### src/sv/nv12_to_rgb_converter_defines.svh
// Assertion macros for the NV12 to RGB converter.
// Expects clk and arst_n in the scope of each use; no other dependencies.
`ifndef NV12_TO_RGB_CONVERTER_DEFINES_SVH
`define NV12_TO_RGB_CONVERTER_DEFINES_SVH

// Same-cycle implication, off during reset.
`define NV12R_ASSERT_IMPL(name, ante, cons, msg) \
	name: assert property (@(posedge clk) disable iff (!arst_n) (ante) |-> (cons)) \
		else $error(msg);

// Next-cycle implication, off during reset.
`define NV12R_ASSERT_NEXT(name, ante, cons, msg) \
	name: assert property (@(posedge clk) disable iff (!arst_n) (ante) |=> (cons)) \
		else $error(msg);

`endif

### src/sv/nv12r_fifo.sv
// Small first-in first-out queue built from registers.
// No dependencies; used between front and back and on the result side.
`timescale 1ns / 1ps

module nv12r_fifo #(
	parameter int WIDTH = 8,
	parameter int DEPTH = 4
) (
	input  logic                       clk,
	input  logic                       arst_n,
	input  logic                       wr_en,
	input  logic [WIDTH-1:0]           wr_data,
	input  logic                       rd_en,
	output logic [WIDTH-1:0]           rd_data,
	output logic                       full,
	output logic                       empty,
	output logic [$clog2(DEPTH+1)-1:0] count
);

	localparam int AW = (DEPTH > 1) ? $clog2(DEPTH) : 1;
	localparam int CW = $clog2(DEPTH + 1);
	localparam logic [AW-1:0] LAST = AW'(DEPTH - 1);

	logic [WIDTH-1:0] buf_q [DEPTH];
	logic [AW-1:0]    wr_ptr_q;
	logic [AW-1:0]    rd_ptr_q;
	logic [CW-1:0]    count_q;
	logic             do_wr;
	logic             do_rd;

	assign full    = (count_q == CW'(DEPTH));
	assign empty   = (count_q == '0);
	assign count   = count_q;
	assign rd_data = buf_q[rd_ptr_q];
	assign do_wr   = wr_en && !full;
	assign do_rd   = rd_en && !empty;

	// Store a beat.
	always_ff @(posedge clk) begin
		if (do_wr) begin
			buf_q[wr_ptr_q] <= wr_data;
		end
	end

	// Advance pointers and occupancy.
	always_ff @(posedge clk or negedge arst_n) begin
		if (!arst_n) begin
			wr_ptr_q <= '0;
			rd_ptr_q <= '0;
			count_q  <= '0;
		end else begin
			if (do_wr) begin
				wr_ptr_q <= (wr_ptr_q == LAST) ? '0 : wr_ptr_q + AW'(1);
			end
			if (do_rd) begin
				rd_ptr_q <= (rd_ptr_q == LAST) ? '0 : rd_ptr_q + AW'(1);
			end
			if (do_wr && !do_rd) begin
				count_q <= count_q + CW'(1);
			end else if (do_rd && !do_wr) begin
				count_q <= count_q - CW'(1);
			end
		end
	end

endmodule

### config.mk
export PLATFORM = sky130hd
export DESIGN_NAME = nv12r_fifo
export DESIGN_NICKNAME = d
export VERILOG_FILES = /design/src/sv/nv12_to_rgb_converter_defines.svh /design/src/sv/nv12r_fifo.sv
export SDC_FILE = /design/constraint.sdc
export NUM_CORES = 1
export LEC_CHECK = 0
export BUFFER_PORTS_ARGS = -buffer_cell sky130_fd_sc_hd__buf_2
export CAP_MARGIN = 10
export CORE_MARGIN = 10
export CORE_UTILIZATION = 43
export DETAILED_ROUTE_END_ITERATION = 12
export GPL_TIMING_DRIVEN = 0
export PLACE_DENSITY = 0.6
export REMOVE_ABC_BUFFERS = 1
export SKIP_LAST_GASP = 1
export SYNTH_ARGS = -nofsm -noshare
export SYNTH_HDL_FRONTEND = slang
export SYNTH_SLANG_ARGS = --single-unit
export TNS_END_PERCENT = 50
### constraint.sdc
create_clock -name clk -period 2.3 [get_ports clk]
set_clock_uncertainty 0.1 [all_clocks]
set_input_delay 0.345 -clock clk [delete_from_list [all_inputs] [get_ports clk]]
set_output_delay 0.345 -clock clk [all_outputs]
set_load 0.005 [all_outputs]
==> results.cfg <==
[outcome]
status = finished, final reports clean

[critical_path]
worst-setup-path-type = reg2reg
end_kind = flop
cp.arrival_ns = 2.28
cp.required_ns = 2.41
ff2ff_path_depth = 8
start_kind = flop
cp_max_fo = 7

[floorplanning]
dieArea_sq_um = 6620
ios = 25
fp.coreArea_sq_um = 3660
die_w_um = 81.4
floorplan.rows = 22
die_h_um = 81.4
initial_core_util = 0.443

[layout]
final_core_util = 0.520
antennaDiodeCount = 0
nNetsFinal = 127
drive_gt1_frac = 0.486
area_delta_synth_final_pct = 17.5
final_cells = 157
final_area_sq_um = 1900
fillers = 311

[yosys]
yosysWarningCount = 0
synthTopCellsByArea = edfxtp_1 (59%), mux4_2 (11%), dfrtp_1 (11%), ha_1 (4.6%), mux2_2 (2.1%)
synthCells = 79
synth_edf_count = 32
synth.most_common_cell = edfxtp_1
synthTopCellsByCount = edfxtp_1 (32), mux4_2 (8), dfrtp_1 (7)
async_flop_share = 0.179
synth_top_cell_by_area = edfxtp_1
syn_area_sq_um = 1620
yosysTopAreaCellShare = 0.593
avgSynthCellArea_sq_um = 20.5
yosysSeqAreaShare = 0.701
ys_ff_latch = 39
ys_types = 19
synth_ff_type = edfxtp_1

[clock_network]
cts_made_buffers = 5
h-tree-depth = 2
clk_path_buf_depth = 2
cts_sinks = 39
clk_pin_slew_worst_paths_ns = 0.07
insertion_delay_ns = 0.29
cts_tree = built
cts_setup_buffers = 0
cts.root.buffer_cell = clkbuf_8

[run]
maxCapViolations = 0

[power]
p_per_area_nw_per_um2 = 1260
ir_drop_mv = 0.563
power.leakage_nw = 0.727
p_total_mw = 2.40

[sta]
tns_ns = 0
hold_ws_ns = 0.166
finalCritPeriodShare = 0.943
fin_ws_ns = 0.132
max_clock_freq_ghz = 0.461
fin_crit_ns = 2.17
final_hold_viol_count = 0
drv_slew = 0
worst_slew_pin_slew_ns = 0.449
max_slew_margin = 0.701
setup_viol = 0
rsz0062_at_grt = false

[drt]
vias_per_cell = 4.85
ant_nets = 0
drc = 0
routed_wl_um = 2600
dr.pass1.iters = 4
wl_per_cell_um = 16.5
drtIter0Drc = 43
vias = 761

[grt]
grt_usage = 0.0912
grt_pass1_wl_um = 4330
antenna_found_initial = 0
grt_pass1_vias = 799
grt_max_degree = 14
grt.overflow.total = 0

[place]
dp.cells = 148
dp_slack_ns = 0.162
dp_hpwl_um = 1780
placed_cell_area_sq_um = 1780
portBuffers = 24
finalWeightedCongestion = 0.638

[min_path]
holdPathStages = 1
hold_path_class = in2reg
## power breakdown
part	switching, mW	internal (mW)
Sequential	0.177	0.958
Clock	0.233	0.323
Combinational	0.284	0.423
## layout by cell type, fill, tap and decap left out
cell type / n
clkbuf_8: 5
inv_1: 3
mux2_4: 2
and2_2: 4
fa_1: 1
dlygate4sd3_1: 1
clkinv_2: 1
xnor2_1: 1
dfrtp_1: 6
ha_1: 6
nor2b_2: 1
clkinv_4: 1
edfxtp_1: 32
nand2b_4: 1
xor2_1: 2
mux4_2: 8
dfrtp_2: 1
nor2_1: 3
buf_2: 24
nor3b_4: 1
bufinv_16: 1
nor3_1: 1
mux2_2: 3
## critical path, cell delays in order (launching register included)
cell and delay [ns]:
dfrtp_1 0.43, nor3b_4 0.17, nor2b_2 0.30, ha_1 0.25, inv_1 0.06, fa_1 0.37
xor2_1 0.15, nor2_1 0.12, xor2_1 0.15
## cells by family (layout without fill, tap and decap cells)
kind of cell / after synthesis / count (layout) / share of synthesized area
flops: 39 / 39 / 0.701
mux: 13 / 13 / 0.151
fa+ha+maj: 7 / 7 / 0.0587
simple gates: 11 / 11 / 0.0541
xor+xnor: 3 / 3 / 0.0162
buf+inv: 6 / 36 / 0.0193
## final timing paths
check                                     start                       to  slack (ns)
max in group asynchronous                arst_n  rd_ptr_q[0]$_DFFE_PN0P_        1.60
hold reg to reg            count[2]$_DFFE_PN0P_     count[2]$_DFFE_PN0P_        0.44
hold / removal                       wr_data[7]    buf_q[0][7]$_DFFE_PP_        0.17
setup reg to reg           count[2]$_DFFE_PN0P_     count[2]$_DFFE_PN0P_        0.13
setup / recovery           count[2]$_DFFE_PN0P_     count[2]$_DFFE_PN0P_        0.13
min in group asynchronous                arst_n  rd_ptr_q[0]$_DFFE_PN0P_        0.33
## sequential cells by signal, summed over array words and instances, names as in the netlist
register	count
buf_q	32
count	3
rd_ptr_q	2
wr_ptr_q	2
## metal layers
layer / up-vias / wire [um] / global-route usage
li1: 358 / - / -
met1: 380 / 1020 / 0.105
met2: 18 / 1320 / 0.138
met3: 5 / 193 / 0.0386
met4: 0 / 64 / 0.0571
met5: - / 0 / 0
## timing repair
| action | 4_1_cts | 5_1_grt |
|---|---|---|
| hold buffers | 1 | 0 |
| resized for setup | 0 | 1 |
| hold endpoints to repair | 7 | 0 |
| setup endpoints to repair | 0 | 4 |
## layout make-up
class                   count  area (sq um)  area share
multi-input cells          34           453       0.238
inverters                   3          11.3     0.00591
well taps                  48          60.1      0.0315
flip-flops and latches     39          1140       0.597
repair buffers             25           130      0.0683
clock buffers               5          68.8      0.0361
clock inverters             3          43.8      0.0230
Note: power is estimated with default switching activity, not from simulation.
