$ cat src/sv/nv12_to_rgb_converter_defines.svh
// Assertion macros for the NV12 to RGB converter.
// Expects clk and arst_n in the scope of each use; no other dependencies.
`ifndef NV12_TO_RGB_CONVERTER_DEFINES_SVH
`define NV12_TO_RGB_CONVERTER_DEFINES_SVH

// Same-cycle implication, off during reset.
`define NV12R_ASSERT_IMPL(name, ante, cons, msg) \
	name: assert property (@(posedge clk) disable iff (!arst_n) (ante) |-> (cons)) \
		else $error(msg);

// Next-cycle implication, off during reset.
`define NV12R_ASSERT_NEXT(name, ante, cons, msg) \
	name: assert property (@(posedge clk) disable iff (!arst_n) (ante) |=> (cons)) \
		else $error(msg);

`endif

$ cat src/sv/nv12r_pkg.sv
// Shared types and constants of the NV12 to RGB converter.
// No dependencies; used by every module of the block except nv12r_fifo.
`timescale 1ns / 1ps

package nv12r_pkg;

	// Item kinds on the input side.
	typedef enum logic {
		OP_CHROMA = 1'b0,
		OP_LUMA   = 1'b1
	} op_t;

	// Configuration register indexes.
	localparam int REG_INDEX_W = 2;
	localparam int CFG_DATA_W  = 16;
	localparam logic [REG_INDEX_W-1:0] REG_IMAGE_WIDTH   = 2'd0;
	localparam logic [REG_INDEX_W-1:0] REG_IMAGE_HEIGHT  = 2'd1;
	localparam logic [REG_INDEX_W-1:0] REG_CHANNEL_ORDER = 2'd2;

	localparam int WIDTH_REG_W  = 13;
	localparam int HEIGHT_REG_W = 16;
	localparam logic [WIDTH_REG_W-1:0]  WIDTH_RESET  = 13'd640;
	localparam logic [HEIGHT_REG_W-1:0] HEIGHT_RESET = 16'd480;

	// Queue depths between front and back and on the result side.
	localparam int MID_DEPTH = 4;
	localparam int OUT_DEPTH = 4;
	localparam int OUT_CNT_W = $clog2(OUT_DEPTH + 1);

	// BT.601 limited-range Q8 coefficients.
	typedef logic signed [9:0]  sample_t;
	typedef logic signed [19:0] acc_t;
	localparam logic signed [10:0] K_LUMA     = 11'sd298;
	localparam logic signed [10:0] K_RED_CR   = 11'sd409;
	localparam logic signed [10:0] K_GREEN_CB = 11'sd100;
	localparam logic signed [10:0] K_GREEN_CR = 11'sd208;
	localparam logic signed [10:0] K_BLUE_CB  = 11'sd517;
	localparam logic signed [9:0]  LUMA_OFFSET   = 10'sd16;
	localparam logic signed [9:0]  CHROMA_OFFSET = 10'sd128;
	localparam acc_t ROUND_HALF = 20'sd128;

	// Classified item passed from front to back (address travels beside it).
	typedef struct packed {
		op_t         opcode;
		logic        end_of_row;
		logic        end_of_image;
		logic [15:0] data;
	} item_t;

	// One finished pixel.
	typedef struct packed {
		logic [7:0] first_channel;
		logic [7:0] middle_channel;
		logic [7:0] last_channel;
		logic       end_of_row;
		logic       end_of_image;
	} pixel_t;

	// Round, floor-divide by 256 and limit to 0..255.
	function automatic logic [7:0] clamp_q8(input acc_t acc);
		acc_t t;
		t = acc + ROUND_HALF;
		if (t[19]) begin
			return 8'd0;
		end else if (t[18:16] != 3'd0) begin
			return 8'hFF;
		end else begin
			return t[15:8];
		end
	endfunction

endpackage

$ cat src/sv/nv12r_front.sv
// Front end: accepts input beats, tracks column, row and chroma write slot,
// and classifies each beat into a queue item. Uses nv12r_pkg.
`timescale 1ns / 1ps

module nv12r_front #(
	parameter int MAX_WIDTH = 4096
) (
	input  logic                                 clk,
	input  logic                                 arst_n,
	input  logic                                 push,
	input  logic                                 q_full,
	input  logic [0:0]                           opcode,
	input  logic [7:0]                           luma,
	input  logic [7:0]                           chroma_blue,
	input  logic [7:0]                           chroma_red,
	input  logic [nv12r_pkg::WIDTH_REG_W-1:0]    image_width,
	input  logic [nv12r_pkg::HEIGHT_REG_W-1:0]   image_height,
	output logic                                 q_write,
	output nv12r_pkg::item_t                     q_item,
	output logic [((MAX_WIDTH/2 > 1) ? $clog2(MAX_WIDTH/2) : 1)-1:0] q_addr
);

	localparam int LD    = MAX_WIDTH / 2;
	localparam int AW    = (LD > 1) ? $clog2(LD) : 1;
	localparam int COL_W = $clog2(MAX_WIDTH);
	localparam int CNT_W = $clog2(MAX_WIDTH + 1);
	localparam int WW    = (CNT_W > nv12r_pkg::WIDTH_REG_W) ? CNT_W : nv12r_pkg::WIDTH_REG_W;
	localparam int HW    = nv12r_pkg::HEIGHT_REG_W;
	localparam logic [WW-1:0]    MAX_EVEN  = WW'(MAX_WIDTH - (MAX_WIDTH % 2));
	localparam logic [COL_W-1:0] LAST_SLOT = COL_W'(LD - 1);

	logic [COL_W-1:0] col_q;
	logic [HW-1:0]    row_q;
	logic [AW-1:0]    wp_q;

	logic [WW-1:0]    w_even;
	logic [WW-1:0]    act_width;
	logic [HW-1:0]    act_height;
	logic [WW:0]      col_next;
	logic [HW:0]      row_next;
	logic             eor;
	logic             eoi;
	logic [COL_W-1:0] slot;
	logic [AW:0]      wp_inc;
	logic [AW-1:0]    wp_next;
	logic             accept;
	logic             is_luma;

	assign accept  = push && !q_full;
	assign is_luma = (nv12r_pkg::op_t'(opcode) == nv12r_pkg::OP_LUMA);

	// Limit width to an even value in 2..MAX_WIDTH; zero height counts as one.
	always_comb begin
		w_even = WW'({image_width[nv12r_pkg::WIDTH_REG_W-1:1], 1'b0});
		if (w_even < WW'(2)) begin
			act_width = WW'(2);
		end else if (w_even > MAX_EVEN) begin
			act_width = MAX_EVEN;
		end else begin
			act_width = w_even;
		end
		act_height = (image_height == '0) ? HW'(1) : image_height;
	end

	// Row and image ends, read slot and next write slot.
	always_comb begin
		col_next = (WW + 1)'(col_q) + (WW + 1)'(1);
		row_next = {1'b0, row_q} + (HW + 1)'(1);
		eor      = col_next >= {1'b0, act_width};
		eoi      = eor && (row_next >= {1'b0, act_height});
		slot     = col_q >> 1;
		if (slot > LAST_SLOT) begin
			slot = LAST_SLOT;
		end
		wp_inc  = {1'b0, wp_q} + (AW + 1)'(1);
		wp_next = (wp_inc >= (AW + 1)'(LD)) ? '0 : wp_inc[AW-1:0];
	end

	// Build the queue item.
	always_comb begin
		q_write             = accept;
		q_item.opcode       = nv12r_pkg::op_t'(opcode);
		q_item.end_of_row   = is_luma && eor;
		q_item.end_of_image = is_luma && eoi;
		q_item.data         = is_luma ? {8'd0, luma} : {chroma_red, chroma_blue};
		q_addr              = is_luma ? slot[AW-1:0] : wp_q;
	end

	// Advance position counters.
	always_ff @(posedge clk or negedge arst_n) begin
		if (!arst_n) begin
			col_q <= '0;
			row_q <= '0;
			wp_q  <= '0;
		end else if (accept) begin
			if (!is_luma) begin
				wp_q <= wp_next;
			end else if (eor) begin
				col_q <= '0;
				wp_q  <= '0;
				row_q <= eoi ? '0 : row_next[HW-1:0];
			end else begin
				col_q <= col_next[COL_W-1:0];
			end
		end
	end

endmodule

$ cat config.mk
export PLATFORM = sky130hd
export DESIGN_NAME = nv12r_front
export DESIGN_NICKNAME = d
export VERILOG_FILES = /design/src/sv/nv12_to_rgb_converter_defines.svh /design/src/sv/nv12r_pkg.sv /design/src/sv/nv12r_front.sv
export SDC_FILE = /design/constraint.sdc
export NUM_CORES = 1
export LEC_CHECK = 0
export BUFFER_PORTS_ARGS = -buffer_cell sky130_fd_sc_hd__buf_2
export CORE_ASPECT_RATIO = 0.6
export CORE_MARGIN = 3
export CORE_UTILIZATION = 50
export DETAILED_ROUTE_END_ITERATION = 8
export PLACE_DENSITY = 0.76
export SYNTH_ARGS = -nofsm -noshare
export SYNTH_HDL_FRONTEND = slang
export SYNTH_SLANG_ARGS = --single-unit
$ cat constraint.sdc
create_clock -name clk -period 10.44 [get_ports clk]
set_input_delay 3.132 -clock clk [delete_from_list [all_inputs] [get_ports clk]]
set_output_delay 3.132 -clock clk [all_outputs]
set_load 0.02 [all_outputs]
==> impl_metrics.yaml, run 1 <==
clock_tree:
  cts_buffer_depth: 2
  htree_num_levels: 2
  worstSkewPairLatency_ns: 0.29
  clk_pin_slew_ns: 0.06
  holdBufCountCts: 0
  cts_tree: "yes"
  cts_root_buffer: "clkbuf_16"
  clock-sinks: 39
  post_cts_buffers: 0
  ctsResizeCount: 0
  cts_made_buffers: 5
floorplan:
  die_w_um: 112.5
  num_rows: 22
  core-area_um2: 6359
  initial_core_util: 0.5350
  ios: 89
  dieArea_um2: 7862
  die_height_um: 69.90
placed_design:
  dp_hpwl_um: 6633
  gp_congestion: 0.8499
  port_buffers: 87
  dp_slack_ns: 1.647
synthesis:
  synth_top_area_frac: 0.2869
  synth.distinct_cells: 51
  synth_edf_count: 0
  synthArstFlopShare: 1.000
  synth_seq_cells: 39
  ys_warn_count: 0
  synth.net_count: 493
  synth_top_family_by_area: "simple AND/OR/NAND/NOR gates"
  synth_mux_area_frac: 0.07834
  syn_area_um2: 3402
  syn_avg_cell_area_um2: 8.421
  synth_fa_ha_area_frac: 0.1140
  synth_compound_area_frac: 0.1651
  synth_xor_area_frac: 0.05406
  synth-simple-area-share: 0.2460
  synthTopCellsByArea: "dfrtp_1 (29%), ha_1 (11%), nand2_1 (7.2%), mux2_2 (7.0%), xnor2_1 (3.3%)"
  syn_inst: 404
  synth_largest_area_cell: "dfrtp_1"
  synth_seq_area_share: 0.2869
  synth_flop_cell: "dfrtp_1"
outcome:
  outcome: "completed"
timing:
  fin_crit_sh: 0.8435
  worst_pin_slew_ns: 0.8867
  hold_viol: 0
  fin_crit_ns: 8.807
  whs_ns: 0.5402
  timing.final.ws_setup_ns: 1.633
  setup_viol: 0
  fin_skew_ns: 0.004647
  max_freq_mhz: 113.6
  slew_violations: 0
  rsz0062_at_grt: "no"
  finalSetupTns_ns: 0
  slew_headroom: 0.4089
critical_path:
  end_kind: "output pin"
  cp-start-kind: "input pin"
  critPathKind: "input pin to output pin"
  cp.arrival_ns: 5.67
  cp.required_ns: 7.31
  cp_max_fo: 20
detailed_routing:
  ant_nets: 0
  wl_per_cell_um: 15.06
  drc: 0
  drt_iter0_markers: 199
  dr.pass1.iters: 4
  wl_um: 8522
  via_count: 3206
  via_per_inst: 5.664
power_and_ir_drop:
  cellPowerDensity_nw_per_um2: 135.6
  p_leak_uw: 0.001996
  vdd_drop_max_mv: 0.08339
  power_uw: 550.9
finish:
  nNetsFinal: 570
  diodes: 0
  drive_above_1_share: 0.2676
  area_growth_syn_to_layout_pct: 19.46
global_routing:
  grt_pass1_wl_um: 14430
  antenna_found_initial: 0
  grt_pass1_vias: 3028
  grt.total_usage: 0.2232
  grt.overflow.total: 0
  grt_max_degree: 40
flow_run:
  drv_cap: 0
worst_hold_path:
  hp-class: "flip-flop to flip-flop"
## worst max-delay path, stage by stage
cell	delay, ns
buf_2	0.10
nor4_1	0.32
a31oi_1	0.13
nor2_1	0.16
ha_1	0.26
nand2_1	0.06
a21oi_1	0.07
o31a_1	0.29
or3_1	0.66
and2_1	0.32
buf_2	0.16
## per-layer routing
metal  vias to the layer above  global-route usage  wire, µm
met5                         -                   0         0
met4                         0             0.03333        30
met3                         4             0.05368       626
met2                        97              0.3399      3686
met1                      1500              0.3278      4178
li1                       1605                   -         -
## synthesized netlist by cell type, types with 6 or more instances
master      n
a21o_1      6
a21oi_1    19
and3_1      6
clkbuf_1   13
dfrtp_1    39
ha_1       31
inv_1      25
mux2_2     21
nand2_1    65
nand3_1    18
nand4_1     9
nor2_1     16
nor2b_1    11
nor3_1      6
o21ai_0    22
o2bb2ai_1   7
o31ai_1     7
or3_1       9
xnor2_1    13
xor2_1      8
## cells in the final DEF (no fill, tap or decap), drive strengths merged, types with 2 or more instances in the layout
| cell | netlist | layout |
|---|---|---|
| buf | 7 | 90 |
| nand2 | 65 | 65 |
| dfrtp | 39 | 39 |
| ha | 31 | 31 |
| inv | 25 | 25 |
| o21ai | 25 | 25 |
| mux2 | 21 | 21 |
| a21oi | 19 | 19 |
| nand3 | 19 | 19 |
| nor2 | 16 | 16 |
| xnor2 | 13 | 13 |
| nor2b | 11 | 11 |
| nand4 | 10 | 10 |
| or3 | 9 | 9 |
| xor2 | 8 | 8 |
| o2bb2ai | 7 | 7 |
| o31ai | 7 | 7 |
| a2bb2oi | 7 | 7 |
| and3 | 6 | 6 |
| nor3 | 6 | 6 |
| a21o | 6 | 6 |
| clkbuf | 13 | 6 |
| nor4 | 5 | 5 |
| and4 | 5 | 5 |
| mux2i | 3 | 3 |
| nor4b | 2 | 2 |
| or4 | 2 | 2 |
| nand3b | 2 | 2 |
| bufinv | 0 | 2 |
## logic make-up (layout without fill, tap and decap cells)
family	after synthesis	in the layout
compound gates	82	82
xor+xnor	21	21
fa+ha+maj	31	31
buf+inv	45	123
flops	39	39
mux	24	24
simple gates	162	162
## sequential cells by signal, indices dropped and copies added, names as in the netlist
signal,count
wp_q,11
row_q,16
col_q,12
## path summary, 6_finish.rpt
path	from	end	slack, ns	cells past startpoint
min	col_q[11]	col_q[11]	0.54	2
min in group asynchronous	arst_n	row_q[13]	2.97	1
max reg2reg	row_q[0]	row_q[10]	6.60	12
max	image_width[6]	q_item[17]	1.63	11
min reg2reg	col_q[11]	col_q[11]	0.54	2
max in group asynchronous	arst_n	col_q[3]	6.91	1
## report_power, final
group	internal, µW	switching [µW]	leakage [µW]
clock network	137	62.9	0.0000911
registers	169	27.1	0.000479
logic	68.4	86.0	0.00143
total	375	176	0.00200
## cell type report
cell class / count / area, µm²
repair buffers: 90 / 457.9
well taps: 84 / 105.1
multi-input cells: 320 / 2242
inverters: 25 / 93.84
clock buffers: 6 / 128.9
clock inverters: 2 / 60.06
fillers: 543 / 2295
flip-flops and latches: 39 / 975.9
## metrics by stage
step | util | instances | cell area [µm²]
6_report | 0.6391 | 566 | 4064
5_1_grt | 0.6391 | 566 | 4064
4_1_cts | 0.6391 | 566 | 4064
3_5_place_dp | 0.6094 | 558 | 3875
3_3_place_gp | 0.6094 | 558 | 3875
2_1_floorplan | - | 404 | 3402
Note: power is estimated with default switching activity, not from simulation.
==> run 2: changes to the inputs <==
--- a/config.mk
+++ b/config.mk
@@ -8,9 +8,9 @@
 export BUFFER_PORTS_ARGS = -buffer_cell sky130_fd_sc_hd__buf_2
 export CORE_ASPECT_RATIO = 0.6
 export CORE_MARGIN = 3
-export CORE_UTILIZATION = 50
+export CORE_UTILIZATION = 49
 export DETAILED_ROUTE_END_ITERATION = 8
-export PLACE_DENSITY = 0.76
+export PLACE_DENSITY = 0.78
 export SYNTH_ARGS = -nofsm -noshare
 export SYNTH_HDL_FRONTEND = slang
 export SYNTH_SLANG_ARGS = --single-unit
==> constraint.sdc (replaced) <==
create_clock -name clk -period 7.56 [get_ports clk]
set_input_delay 2.268 -clock clk [delete_from_list [all_inputs] [get_ports clk]]
set_output_delay 2.268 -clock clk [all_outputs]
set_load 0.02 [all_outputs]
==> impl_metrics.yaml, run 2 (same netlist as run 1, synthesis figures left out) <==
global_routing:
  grt_max_degree: 40
  grt_pass1_wl_um: 14370
  grt.overflow.total: 0
  grt.total_usage: 0.2178
  antenna_found_initial: 0
  grt_pass1_vias: 2996
detailed_routing:
  via_per_inst: 5.781
  wl_per_cell_um: 15.63
  wl_um: 8864
  ant_nets: 0
  via_count: 3278
  dr.pass1.iters: 5
  drc: 0
  drt_iter0_markers: 186
outcome:
  outcome: "completed"
critical_path:
  crit_path_top_delay_cell: "or3_1"
  cp.required_ns: 5.29
  cp-start-kind: "input pin"
  slowest_delay_ns: 0.52
  critPathKind: "input pin to output pin"
  cp.arrival_ns: 4.61
  cpMostUsedCell: "buf_2"
  cp_cell_sequence: "buf_2 -> nor4_1 -> a31oi_1 -> nor2_1 -> ha_1 -> nand2_1 -> a21oi_1 -> o31a_1 -> or3_1 -> and3_1 -> buf_2"
  end_kind: "output pin"
  cp_max_fo: 9
power_and_ir_drop:
  seqPwrFrac: 0.386
  clock_power_share: 0.314
  power_uw: 708.4
  pwr-share-comb: 0.301
  switching_share: 0.3381
  p_leak_uw: 0.001987
  p_int_uw: 468.9
  vdd_drop_max_mv: 0.1047
  p_switching_uw: 239.5
  cellPowerDensity_nw_per_um2: 175.4
clock_tree:
  ctsResizeCount: 0
  htree_num_levels: 2
  clk_pin_slew_ns: 0.05
  cts_made_buffers: 5
  worstSkewPairLatency_ns: 0.28
  holdBufCountCts: 0
  clock-sinks: 39
  cts_root_buffer: "clkbuf_16"
  cts_buffer_depth: 2
  post_cts_buffers: 0
  cts_tree: "yes"
finish:
  nNetsFinal: 571
  layout_commonest_cell: "buf_2"
  area_growth_syn_to_layout_pct: 18.72
  largest_register_ffs: 16
  diodes: 0
  reg_top3: "row_q x16, col_q x12, wp_q x11"
  multi_input_area_um2: 2242
  register_area_um2: 975.9
  nFillCells: 552
  top_register: "row_q"
  layout_common_cells: "buf_2 (87), nand2_1 (65), dfrtp_1 (39), ha_1 (31), inv_1 (25)"
  drive_above_1_share: 0.2692
placed_design:
  dp_slack_ns: 0.6967
  dp_hpwl_um: 6834
  gp_congestion: 0.8412
  port_buffers: 87
timing:
  max_freq_mhz: 145.4
  worst_pin_slew_ns: 0.8949
  timing.final.ws_setup_ns: 0.6814
  whs_ns: 0.5548
  slew_violations: 0
  fin_skew_ns: 0.003256
  finalSetupTns_ns: 0
  setup_viol: 0
  hold_viol: 0
  fin_crit_sh: 0.9099
  fin_crit_ns: 6.879
  rsz0062_at_grt: "no"
  slew_headroom: 0.4034
floorplan:
  ios: 89
  initial_core_util: 0.5304
  die_height_um: 70.54
  die_w_um: 113.6
  num_rows: 22
  dieArea_um2: 8011
  core-area_um2: 6414
flow_run:
  drv_cap: 0
worst_hold_path:
  hp-class: "flip-flop to flip-flop"
[run 2: cell count changes in the layout (fill, tap and decap cells not counted)]
cell	change
bufinv_16	-2
clkbuf_8	+2
buf_4	+1
[run 2: path summary, 6_finish.rpt]
kind                                start    endpoint  slack, ns  cells after the start
setup / recovery           image_width[6]  q_item[16]       0.68                     11
min in group asynchronous          arst_n    col_q[1]       2.11                      1
max in group asynchronous          arst_n   row_q[11]       4.89                      1
hold reg to reg                 row_q[13]   row_q[13]       0.55                      2
setup reg to reg                 row_q[2]   row_q[10]       3.64                     12
hold / removal                  row_q[13]   row_q[13]       0.55                      2
[run 2: worst max-delay path, delay by kind of cell]
family,cells,cell delay [ns]
buffers and inverters,2,0.25
adders and majority gates,1,0.25
AOI/OAI and AO/OA,3,0.49
and+or+nand+nor,5,1.34
[run 2: cell type report]
type | instances | area share
multi-input combinational | 320 | 0.5551
sequential | 39 | 0.2416
timing repair buffer | 91 | 0.1152
clock buffer | 8 | 0.03872
tap | 84 | 0.02602
inverter | 25 | 0.02323
[run 2: power groups by stage]
stage / logic (µW) / clock network, µW / registers [µW]
after floorplan: 149 / 0 / 263
after global placement: 203 / 0 / 272
after detailed placement: 212 / 0 / 275
after CTS: 214 / 224 / 272
after global routing: 238 / 234 / 276
final: 213 / 222 / 273
[run 2: stage by stage]
step	instances	util	cell area, µm²
after CTS	567	0.6297	4039
after global placement	559	0.6053	3882
final	567	0.6297	4039
after floorplan	404	-	3402
after global routing	567	0.6297	4039
after detailed placement	559	0.6053	3882
[run 2: metal layers]
layer | wire, µm | GRT usage | vias up
met4 | 33 | 0.02667 | 0
met2 | 3948 | 0.3509 | 140
met3 | 719 | 0.03846 | 5
met5 | 0 | 0 | -
met1 | 4163 | 0.3163 | 1527
li1 | - | - | 1606
==> run 3: changes to the inputs <==
--- a/config.mk
+++ b/config.mk
@@ -11,6 +11,7 @@
 export CORE_UTILIZATION = 49
 export DETAILED_ROUTE_END_ITERATION = 8
 export PLACE_DENSITY = 0.78
+export RECOVER_POWER = 100
 export SYNTH_ARGS = -nofsm -noshare
 export SYNTH_HDL_FRONTEND = slang
 export SYNTH_SLANG_ARGS = --single-unit
==> impl_metrics.yaml, run 3 (same netlist as run 1, synthesis figures left out) <==
global_routing:
  grt_util_met3: 0.03846
  grt_pass1_wl_um: 14370
  grt.overflow.total: 0
  grt_pass1_vias: 2996
  grt_max_degree: 40
  grtUsageMet1: 0.3163
  antenna_found_initial: 0
  globalRouteMet2Util: 0.3509
  grt.total_usage: 0.2178
  grt.busiest_layer: "met2"
finish:
  nFillCells: 589
  fin_util: 0.6190
  multi_input_area_um2: 2225
  reg_top3: "row_q x16, col_q x12, wp_q x11"
  layout_common_cells: "nand2_1 (65), buf_2 (55), dfrtp_1 (39), clkbuf_1 (36), ha_1 (31)"
  nNetsFinal: 571
  top_register: "row_q"
  register_area_um2: 975.9
  largest_register_ffs: 16
  final_cells: 567
  diodes: 0
  area_growth_syn_to_layout_pct: 16.70
  layout_commonest_cell: "nand2_1"
  finalInstanceArea_um2: 3970
  drive_above_1_share: 0.1905
floorplan:
  core-area_um2: 6414
  num_rows: 22
  dieArea_um2: 8011
  ios: 89
  die_height_um: 70.54
  initial_core_util: 0.5304
  die_w_um: 113.6
timing:
  fin_skew_ns: 0.002755
  whs_ns: 0.5572
  max_freq_mhz: 144.9
  fin_crit_ns: 6.904
  slew_headroom: -0.4232
  setup_viol: 0
  worst_pin_slew_ns: 2.135
  finalSetupTns_ns: 0
  fin_crit_sh: 0.9132
  rsz0062_at_grt: "no"
  slew_violations: 79
  hold_viol: 0
power_and_ir_drop:
  switching_share: 0.3405
  p_switching_uw: 239.3
  p_leak_uw: 0.001882
  p_int_uw: 463.4
  pwr-share-comb: 0.296
  clock_power_share: 0.316
  cellPowerDensity_nw_per_um2: 177.0
  vdd_drop_max_mv: 0.1003
  seqPwrFrac: 0.389
worst_hold_path:
  hold_start: "row_q[13]"
  hp-class: "flip-flop to flip-flop"
placed_design:
  dp_hpwl_um: 6834
  placed_cells: 559
  port_buffers: 87
  placed_cell_area_um2: 3882
  gp_congestion: 0.8412
critical_path:
  cp_max_fo: 9
  path_buf_inv: 2
  critPathKind: "input pin to output pin"
  startpoint: "image_width[6]"
  slowest_delay_ns: 0.52
  cp_cell_sequence: "buf_2 -> nor4_1 -> a31oi_1 -> nor2_1 -> ha_1 -> nand2_1 -> a21oi_1 -> o31a_1 -> or3_1 -> and3_1 -> clkbuf_1"
  cp.required_ns: 5.29
  end_kind: "output pin"
  crit_path_top_delay_cell: "or3_1"
  r2r-start: "col_q[1]"
  cp.arrival_ns: 4.64
  cp-start-kind: "input pin"
  cp_top_family: "simple AND/OR/NAND/NOR gates"
detailed_routing:
  drt_iter0_markers: 168
  wl_per_cell_um: 15.64
  dr.pass1.iters: 5
  ant_nets: 0
  via_count: 3263
  via_per_inst: 5.755
  drc: 0
  wl_um: 8869
clock_tree:
  clk_pin_slew_ns: 0.05
  post_cts_buffers: 0
  ctsResizeCount: 0
  cts_buffer_depth: 2
  holdBufCountCts: 0
  worstSkewPairLatency_ns: 0.28
  clock-sinks: 39
  cts_made_buffers: 5
  htree_num_levels: 2
  cts_root_buffer: "clkbuf_16"
  cts_tree: "yes"
flow_run:
  drv_cap: 2
outcome:
  outcome: "finished with violations"
  violations: "capacitance limit, slew limit"
## run 3: tightest hold or removal path: cells and delay by family, from the launching register on
family | cells | cell delay (ns)
flops | 1 | 0.39
compound gates | 2 | 0.12
## run 3: area by class of cell
| cell class | count | area share |
|---|---|---|
| Clock buffer | 8 | 0.03939 |
| Inverter | 25 | 0.02364 |
| Multi-Input combinational cell | 320 | 0.5604 |
| Sequential cell | 39 | 0.2458 |
| Tap cell | 84 | 0.02647 |
| Timing Repair Buffer | 91 | 0.1043 |
## run 3: power groups by stage
| stage | clock network, µW | registers [µW] | logic, µW |
|---|---|---|---|
| finish | 222 | 273 | 208 |
| global route | 234 | 276 | 233 |
| CTS | 224 | 272 | 214 |
| detailed placement | 0 | 275 | 212 |
| global placement | 0 | 272 | 203 |
| floorplan | 0 | 263 | 149 |
## run 3: final timing paths
check,endpoint,slack [ns],cells past startpoint
max reg2reg,wp_q[10],3.38,13
min,row_q[13],0.56,2
max,q_item[16],0.66,11
min reg2reg,row_q[13],0.56,2
max in group asynchronous,wp_q[5],3.73,1
min in group asynchronous,col_q[0],2.60,1
## run 3: metal layers
metal,vias up,routed length (µm)
met5,-,0
li1,1602,-
met1,1503,4135
met3,9,767
met2,149,3928
met4,0,38
## run 3: through the flow
step / power (µW) / setup slack [ns]
after floorplan: 412.8 / 0.9700
after global placement: 474.3 / 0.6969
after detailed placement: 487.1 / 0.6967
after CTS: 709.7 / 0.6938
after global routing: 743.2 / 0.4773
final: 702.8 / 0.6563
